--- src/hw/rtl/lspg_pkg.sv ---
package lspg_pkg;

	localparam int PIXEL_COUNT_DEF = 16;

	localparam int CFG_INDEX_W = 3;
	localparam int CFG_DATA_W  = 9;

	localparam logic [CFG_INDEX_W-1:0] REG_MODE       = 3'd0;
	localparam logic [CFG_INDEX_W-1:0] REG_BRIGHTNESS = 3'd1;
	localparam logic [CFG_INDEX_W-1:0] REG_SPEED      = 3'd2;
	localparam logic [CFG_INDEX_W-1:0] REG_BASE_RED   = 3'd3;
	localparam logic [CFG_INDEX_W-1:0] REG_BASE_GREEN = 3'd4;
	localparam logic [CFG_INDEX_W-1:0] REG_BASE_BLUE  = 3'd5;

	localparam logic [3:0] MODE_IDLE        = 4'd0;
	localparam logic [3:0] MODE_OFF         = 4'd1;
	localparam logic [3:0] MODE_COLOR       = 4'd2;
	localparam logic [3:0] MODE_WIPE        = 4'd3;
	localparam logic [3:0] MODE_CHASE       = 4'd4;
	localparam logic [3:0] MODE_RAINBOW     = 4'd5;
	localparam logic [3:0] MODE_CYCLE       = 4'd6;
	localparam logic [3:0] MODE_CANDLE      = 4'd7;
	localparam logic [3:0] MODE_TUNGSTEN40  = 4'd8;
	localparam logic [3:0] MODE_TUNGSTEN100 = 4'd9;
	localparam logic [3:0] MODE_HALOGEN     = 4'd10;
	localparam logic [3:0] MODE_CARBON_ARC  = 4'd11;
	localparam logic [3:0] MODE_NOON_SUN    = 4'd12;
	localparam logic [3:0] MODE_PURE_WHITE  = 4'd13;
	localparam logic [3:0] MODE_OVERCAST    = 4'd14;
	localparam logic [3:0] MODE_CLEAR_SKY   = 4'd15;

	// floor(x/100) = (x * RECIP_100) >> RECIP_100_SHIFT for x < 65536
	localparam logic [16:0] RECIP_100       = 17'd83887;
	localparam int          RECIP_100_SHIFT = 23;
	// floor(x/10) = (x * RECIP_10) >> RECIP_10_SHIFT for x < 1024
	localparam logic [7:0]  RECIP_10        = 8'd205;
	localparam int          RECIP_10_SHIFT  = 11;

	localparam logic [8:0] SPEED_MAX  = 9'd510;
	localparam logic [5:0] SOLID_WAIT = 6'd9;

	typedef enum logic [2:0] {
		ST_IDLE,
		ST_CALC,
		ST_SCALE,
		ST_LOAD,
		ST_HOLD
	} lspg_state_t;

	typedef struct packed {
		logic start;
		logic calc;
		logic scale;
		logic load;
		logic next_px;
		logic frame_done;
	} lspg_cmd_t;

	typedef struct packed {
		logic emit;
		logic last_px;
		logic off_frame;
		logic out_taken;
	} lspg_sts_t;

	function automatic logic [23:0] preset_rgb(input logic [3:0] m);
		logic [23:0] c;
		case (m)
			MODE_CANDLE:      c = {8'd255, 8'd147, 8'd41};
			MODE_TUNGSTEN40:  c = {8'd255, 8'd197, 8'd143};
			MODE_TUNGSTEN100: c = {8'd255, 8'd214, 8'd170};
			MODE_HALOGEN:     c = {8'd255, 8'd241, 8'd224};
			MODE_CARBON_ARC:  c = {8'd255, 8'd250, 8'd244};
			MODE_NOON_SUN:    c = {8'd255, 8'd255, 8'd251};
			MODE_PURE_WHITE:  c = {8'd255, 8'd255, 8'd255};
			MODE_OVERCAST:    c = {8'd201, 8'd226, 8'd255};
			MODE_CLEAR_SKY:   c = {8'd64, 8'd156, 8'd255};
			default:          c = 24'd0;
		endcase
		return c;
	endfunction

	function automatic logic [23:0] wheel(input logic [7:0] pos);
		logic [7:0] p;
		logic [7:0] t;
		logic [23:0] c;
		p = 8'd255 - pos;
		if (p < 8'd85) begin
			t = p + (p << 1);
			c = {8'd255 - t, 8'd0, t};
		end else if (p < 8'd170) begin
			p = p - 8'd85;
			t = p + (p << 1);
			c = {8'd0, t, 8'd255 - t};
		end else begin
			p = p - 8'd170;
			t = p + (p << 1);
			c = {t, 8'd255 - t, 8'd0};
		end
		return c;
	endfunction

endpackage

--- src/hw/rtl/lspg_ctrl.sv ---
module lspg_ctrl
	import lspg_pkg::*;
(
	input  logic      clk,
	input  logic      arst_n,
	input  logic      in_valid,
	output logic      in_stall,
	input  lspg_sts_t sts,
	output lspg_cmd_t cmd
);

	lspg_state_t state_q, state_d;

	always_ff @(posedge clk or negedge arst_n) begin
		if (!arst_n) begin
			state_q <= ST_IDLE;
		end else begin
			state_q <= state_d;
		end
	end

	always_comb begin
		state_d  = state_q;
		cmd      = '0;
		in_stall = 1'b1;
		case (state_q)
			ST_IDLE: begin
				in_stall = 1'b0;
				if (in_valid) begin
					cmd.start = 1'b1;
					if (sts.emit) begin
						state_d = ST_CALC;
					end
				end
			end
			ST_CALC: begin
				cmd.calc = 1'b1;
				state_d  = ST_SCALE;
			end
			ST_SCALE: begin
				cmd.scale = 1'b1;
				state_d   = ST_LOAD;
			end
			ST_LOAD: begin
				cmd.load = 1'b1;
				state_d  = ST_HOLD;
			end
			ST_HOLD: begin
				if (sts.out_taken) begin
					if (!sts.last_px) begin
						cmd.next_px = 1'b1;
						state_d     = ST_CALC;
					end else begin
						cmd.frame_done = 1'b1;
						state_d        = sts.off_frame ? ST_CALC : ST_IDLE;
					end
				end
			end
			default: begin
				state_d = ST_IDLE;
			end
		endcase
	end

endmodule

--- src/hw/rtl/lspg_datapath.sv ---
module lspg_datapath
	import lspg_pkg::*;
#(
	parameter int PIXEL_COUNT = PIXEL_COUNT_DEF
)(
	input  logic                   clk,
	input  logic                   arst_n,
	input  logic                   cfg_wr_en,
	input  logic [CFG_INDEX_W-1:0] cfg_index,
	input  logic [CFG_DATA_W-1:0]  cfg_data,
	input  logic                   restart,
	input  lspg_cmd_t              cmd,
	output lspg_sts_t              sts,
	input  logic                   out_stall,
	output logic                   out_valid,
	output logic [4:0]             pixel_index,
	output logic [7:0]             red,
	output logic [7:0]             green,
	output logic [7:0]             blue,
	output logic                   frame_end,
	output logic                   run_end
);

	localparam int IW = $clog2(PIXEL_COUNT);
	localparam int CW = IW + 1;
	localparam logic [IW-1:0] LAST_PX  = IW'(PIXEL_COUNT - 1);
	localparam logic [7:0]    PC8      = 8'(PIXEL_COUNT);
	localparam logic [7:0]    WIPE_LEN = 8'(2 * PIXEL_COUNT);
	localparam logic [7:0]    HUE_STEP = 8'(256 / PIXEL_COUNT);
	localparam logic [CW-1:0] HUE_REM  = CW'(256 % PIXEL_COUNT);
	localparam logic [CW-1:0] HUE_N    = CW'(PIXEL_COUNT);

	logic [3:0]  mode_q;
	logic [7:0]  bright_q;
	logic [8:0]  speed_q;
	logic [7:0]  base_r_q, base_g_q, base_b_q;

	logic [23:0]   frame_q [PIXEL_COUNT];
	logic [7:0]    phase_q;
	logic [5:0]    wait_q;
	logic          pend_q;
	logic          off_q;
	logic [IW-1:0] px_q;
	logic [1:0]    m3_q;
	logic [7:0]    hue_q;
	logic [CW-1:0] rem_q;
	logic          wr_q;
	logic [15:0]   prod_q [3];
	logic          out_valid_q;

	logic [7:0]  ph0, ph_norm;
	logic [5:0]  wc0, reload;
	logic        pend0;
	logic [8:0]  sp_clamp, sp_diff;
	logic [16:0] w_prod;
	logic [5:0]  w_ticks;
	logic        wr_d;
	logic [23:0] raw;
	logic [7:0]  scaled [3];
	logic [CW-1:0] rem_sum;

	always_ff @(posedge clk or negedge arst_n) begin
		if (!arst_n) begin
			mode_q   <= MODE_IDLE;
			bright_q <= '0;
			speed_q  <= '0;
			base_r_q <= '0;
			base_g_q <= '0;
			base_b_q <= '0;
		end else if (cfg_wr_en) begin
			case (cfg_index)
				REG_MODE:       mode_q   <= cfg_data[3:0];
				REG_BRIGHTNESS: bright_q <= cfg_data[7:0];
				REG_SPEED:      speed_q  <= cfg_data;
				REG_BASE_RED:   base_r_q <= cfg_data[7:0];
				REG_BASE_GREEN: base_g_q <= cfg_data[7:0];
				REG_BASE_BLUE:  base_b_q <= cfg_data[7:0];
				default: ;
			endcase
		end
	end

	always_comb begin
		ph0   = restart ? 8'd0 : phase_q;
		wc0   = restart ? 6'd0 : wait_q;
		pend0 = restart ? 1'b0 : pend_q;

		sp_clamp = (speed_q > SPEED_MAX) ? SPEED_MAX : speed_q;
		sp_diff  = SPEED_MAX - sp_clamp;
		w_prod   = 17'(sp_diff * RECIP_10);
		w_ticks  = 6'(w_prod >> RECIP_10_SHIFT);
		if (mode_q inside {[MODE_WIPE:MODE_CYCLE]}) begin
			reload = (w_ticks == 6'd0) ? 6'd0 : w_ticks - 6'd1;
		end else begin
			reload = SOLID_WAIT;
		end

		ph_norm = ph0;
		if (mode_q == MODE_WIPE && ph0 >= WIPE_LEN) begin
			ph_norm = 8'd0;
		end
		if (mode_q == MODE_CHASE && ph0 >= 8'd3) begin
			ph_norm = 8'd0;
		end
	end

	always_comb begin
		wr_d = 1'b1;
		raw  = 24'd0;
		case (mode_q)
			MODE_IDLE, MODE_OFF: begin
				raw = 24'd0;
			end
			MODE_COLOR: begin
				raw = {base_r_q, base_g_q, base_b_q};
			end
			MODE_WIPE: begin
				if (phase_q < PC8) begin
					wr_d = (8'(px_q) == phase_q);
					raw  = {base_r_q, base_g_q, base_b_q};
				end else begin
					wr_d = (8'(px_q) == phase_q - PC8);
				end
			end
			MODE_CHASE: begin
				wr_d = (m3_q == phase_q[1:0]);
				raw  = off_q ? 24'd0 : {base_r_q, base_g_q, base_b_q};
			end
			MODE_RAINBOW: begin
				raw = wheel(8'(px_q) + phase_q);
			end
			MODE_CYCLE: begin
				raw = wheel(hue_q + phase_q);
			end
			default: begin
				raw = preset_rgb(mode_q);
			end
		endcase
	end

	always_comb begin
		logic [32:0] m;
		logic [9:0]  q;
		for (int c = 0; c < 3; c++) begin
			m = 33'(prod_q[c]) * 33'(RECIP_100);
			q = 10'(m >> RECIP_100_SHIFT);
			scaled[c] = (q > 10'd255) ? 8'd255 : q[7:0];
		end
	end

	assign rem_sum = rem_q + HUE_REM;

	always_ff @(posedge clk) begin
		if (cmd.calc) begin
			wr_q      <= wr_d;
			prod_q[0] <= 16'(raw[23:16] * bright_q);
			prod_q[1] <= 16'(raw[15:8] * bright_q);
			prod_q[2] <= 16'(raw[7:0] * bright_q);
		end
		if (cmd.load) begin
			pixel_index <= 5'(px_q);
			red         <= frame_q[px_q][23:16];
			green       <= frame_q[px_q][15:8];
			blue        <= frame_q[px_q][7:0];
			frame_end   <= (px_q == LAST_PX);
			run_end     <= (px_q == LAST_PX) && !off_q;
		end
	end

	always_ff @(posedge clk or negedge arst_n) begin
		if (!arst_n) begin
			for (int i = 0; i < PIXEL_COUNT; i++) begin
				frame_q[i] <= 24'd0;
			end
			phase_q     <= '0;
			wait_q      <= '0;
			pend_q      <= 1'b0;
			off_q       <= 1'b0;
			px_q        <= '0;
			m3_q        <= '0;
			hue_q       <= '0;
			rem_q       <= '0;
			out_valid_q <= 1'b0;
		end else begin
			if (cmd.start) begin
				if (mode_q == MODE_IDLE) begin
					phase_q <= ph0;
					wait_q  <= wc0;
					pend_q  <= pend0;
				end else if (wc0 != 6'd0) begin
					phase_q <= ph0;
					wait_q  <= wc0 - 6'd1;
					pend_q  <= pend0;
				end else begin
					phase_q <= ph_norm;
					wait_q  <= reload;
					pend_q  <= (mode_q == MODE_CHASE) && pend0;
					off_q   <= (mode_q == MODE_CHASE) && pend0;
					px_q    <= '0;
					m3_q    <= '0;
					hue_q   <= '0;
					rem_q   <= '0;
				end
			end
			if (cmd.scale && wr_q) begin
				frame_q[px_q] <= {scaled[0], scaled[1], scaled[2]};
			end
			if (cmd.load) begin
				out_valid_q <= 1'b1;
			end else if (out_valid_q && !out_stall) begin
				out_valid_q <= 1'b0;
			end
			if (cmd.next_px) begin
				px_q <= px_q + 1'b1;
				m3_q <= (m3_q == 2'd2) ? 2'd0 : m3_q + 2'd1;
				if (rem_sum >= HUE_N) begin
					rem_q <= rem_sum - HUE_N;
					hue_q <= hue_q + HUE_STEP + 8'd1;
				end else begin
					rem_q <= rem_sum;
					hue_q <= hue_q + HUE_STEP;
				end
			end
			if (cmd.frame_done) begin
				px_q  <= '0;
				m3_q  <= '0;
				hue_q <= '0;
				rem_q <= '0;
				if (off_q) begin
					off_q   <= 1'b0;
					phase_q <= (phase_q[1:0] == 2'd2) ? 8'd0 : phase_q + 8'd1;
				end else begin
					case (mode_q)
						MODE_WIPE: begin
							phase_q <= (phase_q == WIPE_LEN - 8'd1) ? 8'd0 : phase_q + 8'd1;
						end
						MODE_CHASE: begin
							pend_q <= 1'b1;
						end
						MODE_RAINBOW, MODE_CYCLE: begin
							phase_q <= phase_q + 8'd1;
						end
						default: ;
					endcase
				end
			end
		end
	end

	assign out_valid     = out_valid_q;
	assign sts.emit      = (mode_q != MODE_IDLE) && (wc0 == 6'd0);
	assign sts.last_px   = (px_q == LAST_PX);
	assign sts.off_frame = off_q;
	assign sts.out_taken = out_valid_q && !out_stall;

endmodule

--- src/hw/rtl/led_strip_pattern_generator_core.sv ---
// LED strip pattern generator. Each input word is one 10 ms tick; a tick that
// falls due produces a whole frame of PIXEL_COUNT pixel words, and a theatre
// chase tick that first blanks the previous step produces two frames. A tick
// that produces nothing is taken without leaving the idle state. Each pixel of
// a producing tick passes through color select, brightness multiply,
// divide-by-100 reciprocal multiply and frame store write, then the output
// register. Input stall is high while a tick is being worked on.
// Configuration is written through cfg_wr_en/cfg_index/cfg_data while idle.
module led_strip_pattern_generator_core
	import lspg_pkg::*;
#(
	parameter int PIXEL_COUNT = PIXEL_COUNT_DEF
)(
	input  logic                   clk,
	input  logic                   arst_n,
	input  logic                   cfg_wr_en,
	input  logic [CFG_INDEX_W-1:0] cfg_index,
	input  logic [CFG_DATA_W-1:0]  cfg_data,
	input  logic                   in_valid,
	output logic                   in_stall,
	input  logic                   restart,
	output logic                   out_valid,
	input  logic                   out_stall,
	output logic [4:0]             pixel_index,
	output logic [7:0]             red,
	output logic [7:0]             green,
	output logic [7:0]             blue,
	output logic                   frame_end,
	output logic                   run_end
);

	lspg_cmd_t cmd;
	lspg_sts_t sts;

	lspg_ctrl u_ctrl (
		.clk      (clk),
		.arst_n   (arst_n),
		.in_valid (in_valid),
		.in_stall (in_stall),
		.sts      (sts),
		.cmd      (cmd)
	);

	lspg_datapath #(
		.PIXEL_COUNT (PIXEL_COUNT)
	) u_datapath (
		.clk         (clk),
		.arst_n      (arst_n),
		.cfg_wr_en   (cfg_wr_en),
		.cfg_index   (cfg_index),
		.cfg_data    (cfg_data),
		.restart     (restart),
		.cmd         (cmd),
		.sts         (sts),
		.out_stall   (out_stall),
		.out_valid   (out_valid),
		.pixel_index (pixel_index),
		.red         (red),
		.green       (green),
		.blue        (blue),
		.frame_end   (frame_end),
		.run_end     (run_end)
	);

endmodule

--- config.mk ---
export PLATFORM = sky130hd
export DESIGN_NAME = led_strip_pattern_generator_core
export DESIGN_NICKNAME = d
export VERILOG_FILES = /design/src/hw/rtl/lspg_pkg.sv /design/src/hw/rtl/lspg_ctrl.sv /design/src/hw/rtl/lspg_datapath.sv /design/src/hw/rtl/led_strip_pattern_generator_core.sv
export SDC_FILE = /design/constraint.sdc
export NUM_CORES = 2
export LEC_CHECK = 0
export BUFFER_PORTS_ARGS = -buffer_cell sky130_fd_sc_hd__buf_2
export CAP_MARGIN = 15
export CORE_MARGIN = 5
export CORE_UTILIZATION = 35
export CTS_BUF_LIST = sky130_fd_sc_hd__clkbuf_8
export DETAILED_ROUTE_END_ITERATION = 7
export SLEW_MARGIN = 20
export SYNTH_ARGS = -nofsm -noshare
export SYNTH_HDL_FRONTEND = slang
export SYNTH_SLANG_ARGS = --single-unit
--- constraint.sdc ---
create_clock -name clk -period 25.6 [get_ports clk]
set_input_delay 2.56 -clock clk [delete_from_list [all_inputs] [get_ports clk]]
set_output_delay 2.56 -clock clk [all_outputs]
set_load 0.005 [all_outputs]
Yosys cells after proc, flatten, opt, wreduce, memory -nomap -nowiden --
Memories as Yosys holds them, arrays and structs flattened. Index checks and enable logic that the tools add are counted. W data, S select, Z words.
Storage, ports and cells: logic and storage cells 244, flip-flop bits (word level) 499, input port bits 18, output and inout port bits 33, bits in writable memories 48, memories kept 2, bits in read-only memories 384
Cells by class: bitwise operators 1, multiply operators 7, reductions and logical operators 31, add/subtract/negate cells 30, $lt $le $gt $ge 16, equal/unequal tests 28, muxes and demuxes 90
Memory list:
- (name not given) | depth 16, width 24, rd ports 1, clocked after memory_dff 0, wr ports 0, line lspg_pkg.sv:68 | case (m)
- u_datapath.prod_q | depth 3, width 16, rd ports 3, clocked after memory_dff 0, wr ports 3, line lspg_datapath.sv:48 | logic [15:0] prod_q [3];
Operators by type and width (number):
- $bwmux W384 | 1
- $mux W24 | 9
- $mux W8 | 19
- $pmux W24 S6 | 1
- $mul A16 B17 Y33 const B | 3
- $bmux W24 S4 | 1
- $demux W24 S4 | 1
- $sub A8 B8 Y8 const A | 8
- $add A8 B8 Y8 | 7
- $mul A8 B8 Y16 | 3
- $gt A10 B8 Y1 const B | 3
- $mux W5 | 6
- $mux W6 | 5
- $mux W1 | 26
- $mux W4 | 5
- $mul A9 B8 Y17 const B | 1
- $add A8 B1 Y8 const B | 2
- $eq A4 B8 Y1 | 2
- $lt A8 B7 Y1 const B | 2
- $lt A8 B8 Y1 const B | 2
- $mux W2 | 8
- $pmux W8 S2 | 1
- $sub A8 B7 Y8 const B | 2
- $sub A8 B8 Y8 const B | 2
- other kinds (47) | 83

Logic depth before layout (Yosys ltp) --
depth in word-level cells 11, depth in mapped cells 40, mapped depth without buffers 36

Hierarchy --
Synthesis repeated with hierarchy kept, for this count alone.
Unflattened totals: cells, all modules 4888, area total of the unflattened synthesis 49854.1 um^2
By module, submodules not included:
- lspg_datapath | cells each 4868, area an instance 49663.9 um^2, sequential area each 13908.3 um^2, times used 1
- lspg_ctrl | cells each 20, area an instance 190.2 um^2, sequential area each 75.1 um^2, times used 1

Least setup slack after synthesis --
Ideal clock, no wire load.
kind register -> register, from register u_datapath.px_q[1], to memory u_datapath.prod_q[2][15], in the netlist u_datapath.prod_q[0][47], data pin, path buffers 4, slack 16479 ps, required time 25334 ps, period minus slack after synthesis 9121 ps, setup time 266 ps, arrival time 8855 ps, cell stages (with the launch flop) 40, cells stage by stage dfrtp_1 > clkbuf_1 > clkbuf_1 > clkbuf_1 > inv_1 > ha_1 > or2_2 > o21a_1 > nor2_1 > inv_1 > ha_1 > nand2b_1 > or4b_1 > and4_1 > clkbuf_1 > a21oi_1 > ha_1 > inv_1 > (+4 left out) > o22a_1 > o221ai_1 > nand3_1 > fa_1 > inv_1 > fa_1 > fa_1 > inv_1 > fa_1 > inv_1 > ha_1 > a21boi_0 > o21ai_0 > a21boi_0 > o21ai_0 > a21oi_1 > o41ai_1 > xnor2_1
RTL lines:
- start: declaration | line lspg_datapath.sv:43 | logic [IW-1:0] px_q;
- start signal: assignment | line lspg_datapath.sv:214 | px_q <= px_q + 1'b1;
- end: declaration | line lspg_datapath.sv:48

==> results.cfg <==
[run_status]
status = finished, final reports clean

[clocking]
cts.sinks = 543
cts_setup_buffers = 0
clockRootBuffer = clkbuf_8
htreeDepth = 3
cts-buffers-inserted = 92
cts.clk_slew.worst_paths_ps = 60
cts_resized = 0
cts_tree = yes
insertion_delay_ps = 750
cts-hold-fix-buffers = 0
cts_buffer_depth = 3

[critical_path]
worstPathMaxFanout = 50
cpMostUsedCell = inv_1
critPathTopFamily = adder cells
max_stage_delay_ps = 940
reg2reg_depth = 36
end_kind = flip-flop
cp.arrival_ps = 10500
cp-start-kind = flip-flop
path_buf_inv = 6
cp.depth = 36
required_ps = 26090
crit_slowest_cell = dfrtp_4
timing.setup.critical_path_class = flip-flop to flip-flop

[finish]
syn2layout_area_growth_pct = 8.84
nets = 5924
fillCellCount = 13800
post-route-util_pct = 38.4
layout-drive-gt1-share_pct = 10.1
final_common_cell = inv_1
final_area_um2 = 53600
final_cell_mix = inv_1, ha_1, dfrtp_1

[logic_synthesis]
synthArstFlopShare_pct = 85.5
synth_ff_type = dfrtp_1
netlist_area_um2 = 49200
postSynthCellCount = 4843
synth_edf_count = 79
synth_cell_types = 104
syn_avg_cell_area_um2 = 10.2
ys_warn_count = 0
syn-num-nets = 5921
ys_seq_elements = 543
yosysSeqAreaShare_pct = 28.4

[global_routing]
antenna_found_initial = 4
grt_pass1_wl_um = 191000
grt_use_total_pct = 16.0
grt_pass1_vias = 34900
gr-total-overflow = 0
grt_max_degree = 168

[routing]
drt_iter0_markers = 2081
drc = 0
viasPerCell = 5.05
wl_um = 118000
final_antenna_net_count = 0
route.vias.total = 34300
drt_pass1_iterations = 6
post_drt_wl_per_cell_um = 17.3

[worst_hold_path]
min-delay-path-class = flip-flop to flip-flop
hold_depth = 2

[placement]
portBuffers = 49
placed_area_um2 = 51600
gp_congestion = 0.898
hpwl_um = 87900

[sta]
fmax_mhz = 99.9
worst_slew_pin_slew_ps = 1070
setup_viol = 0
period_share_pct = 39.1
clock-skew-final_ps = 40.5
hold_viol = 0
slew_headroom_pct = 28.3
finalSetupTns_ps = 0
slew_violations = 0
final.min_clock_period_ps = 10010
rsz0062_at_grt = false

[floorplanning]
fp.dieW_um = 385
die_h_um = 385
rows = 137
io_pins = 51
initial_utilization_pct = 35.2
core_um2 = 140000
die_area_um2 = 148000

[job]
max_cap_viol_count = 0
==> cells in the mapped netlist, drive strengths merged, types with 19 or more instances <==
cell type / number / area (um^2)
edfxtp: 79 / 2370
fa: 419 / 8390
o31ai: 22 / 175
xnor2: 100 / 876
o21ai: 178 / 891
a21o: 47 / 353
o21a: 22 / 165
inv: 741 / 2780
a21oi: 342 / 1720
nor2: 453 / 1700
nor3: 40 / 200
nand2b: 28 / 175
xor2: 31 / 272
buf: 36 / 175
dfrtp: 464 / 11600
mux2: 58 / 653
and2: 73 / 457
or2: 19 / 119
ha: 641 / 8020
and3: 36 / 225
nand2: 237 / 890
nor2b: 31 / 194
a21boi: 24 / 184
clkbuf: 161 / 606
a31oi: 115 / 726
o211ai: 26 / 195
mux4: 120 / 2700
nand3: 51 / 255
==> cells by family after synthesis <==
kind of cell / Yosys count / synth area share, %
buffers and inverters: 940 / 7.25
flip-flops: 543 / 28.4
AND/OR/NAND/NOR: 1041 / 9.67
other: 1 / 0.00762
XOR/XNOR: 132 / 2.38
AO/OA/AOI/OAI: 929 / 11.8
adder cells (fa/ha/maj): 1062 / 33.4
multiplexers: 195 / 7.16
==> state kept, by name, indices dropped and copies added (netlist names), 2 cells and up <==
signal	cells
u_datapath.frame_q	384
u_datapath.px_q	4
u_datapath.prod_q	48
u_datapath.mode_q	4
u_datapath.base_g_q	8
u_datapath.base_b_q	8
u_datapath.blue	8
u_datapath.red	8
u_datapath.phase_q	8
u_datapath.green	8
u_datapath.m3_q	2
u_datapath.bright_q	8
u_datapath.speed_q	9
u_datapath.hue_q	8
u_datapath.wait_q	6
u_datapath.base_r_q	8
u_ctrl.state_q	3
u_datapath.pixel_index	4
==> final timing paths <==
path | startpoint | end | slack (ps)
min reg2reg | u_datapath.frame_q[100] | u_datapath.frame_q[100] | 480
max | u_datapath.px_q[1] | u_datapath.prod_q[0][47] | 15590
max reg2reg | u_datapath.px_q[1] | u_datapath.prod_q[0][47] | 15590
max in group asynchronous | arst_n | u_datapath.base_r_q[3] | 21760
min | u_datapath.frame_q[100] | u_datapath.frame_q[100] | 480
min in group asynchronous | arst_n | u_datapath.frame_q[260] | 1770
==> area by class of cell <==
class | instances | area, um^2 | share of cell area (%)
inverters | 743 | 2790 | 5.20
diodes | 4 | 10.0 | 0.0187
clock inverters | 50 | 332 | 0.619
clock buffers | 116 | 1600 | 2.98
well taps | 1876 | 2350 | 4.38
multi-input cells | 3360 | 31800 | 59.4
flip-flops and latches | 543 | 14000 | 26.1
repair buffers | 106 | 703 | 1.31
==> per-layer routing <==
metal / vias up / routed length (um) / global-route usage (%)
li1: 16400 / - / -
met4: 0 / 2090 / 3.20
met2: 774 / 54500 / 25.9
met1: 17000 / 55000 / 22.9
met5: - / 0 / 0
met3: 157 / 6050 / 2.72
==> through the flow <==
stage          std cells  hold slack [ps]  setup WS (ps)
6_report            6798              477          15590
5_1_grt             6796              497          14870
4_1_cts             6794              480          15660
3_5_place_dp        6628              465          15700
3_3_place_gp        6628              457          15900
2_1_floorplan       4843              423          16480
==> worst reg2reg max path, delay by kind of cell, from the launching register on <==
kind | cells | cell delay, ps
flops | 1 | 940
compound gates | 10 | 2460
fa+ha+maj | 8 | 3240
simple gates | 10 | 2230
buf+inv | 6 | 610
xor+xnor | 2 | 270
Power is not shown: default switching activity piles up to over one toggle a cycle in this logic, so the estimate is an artifact.
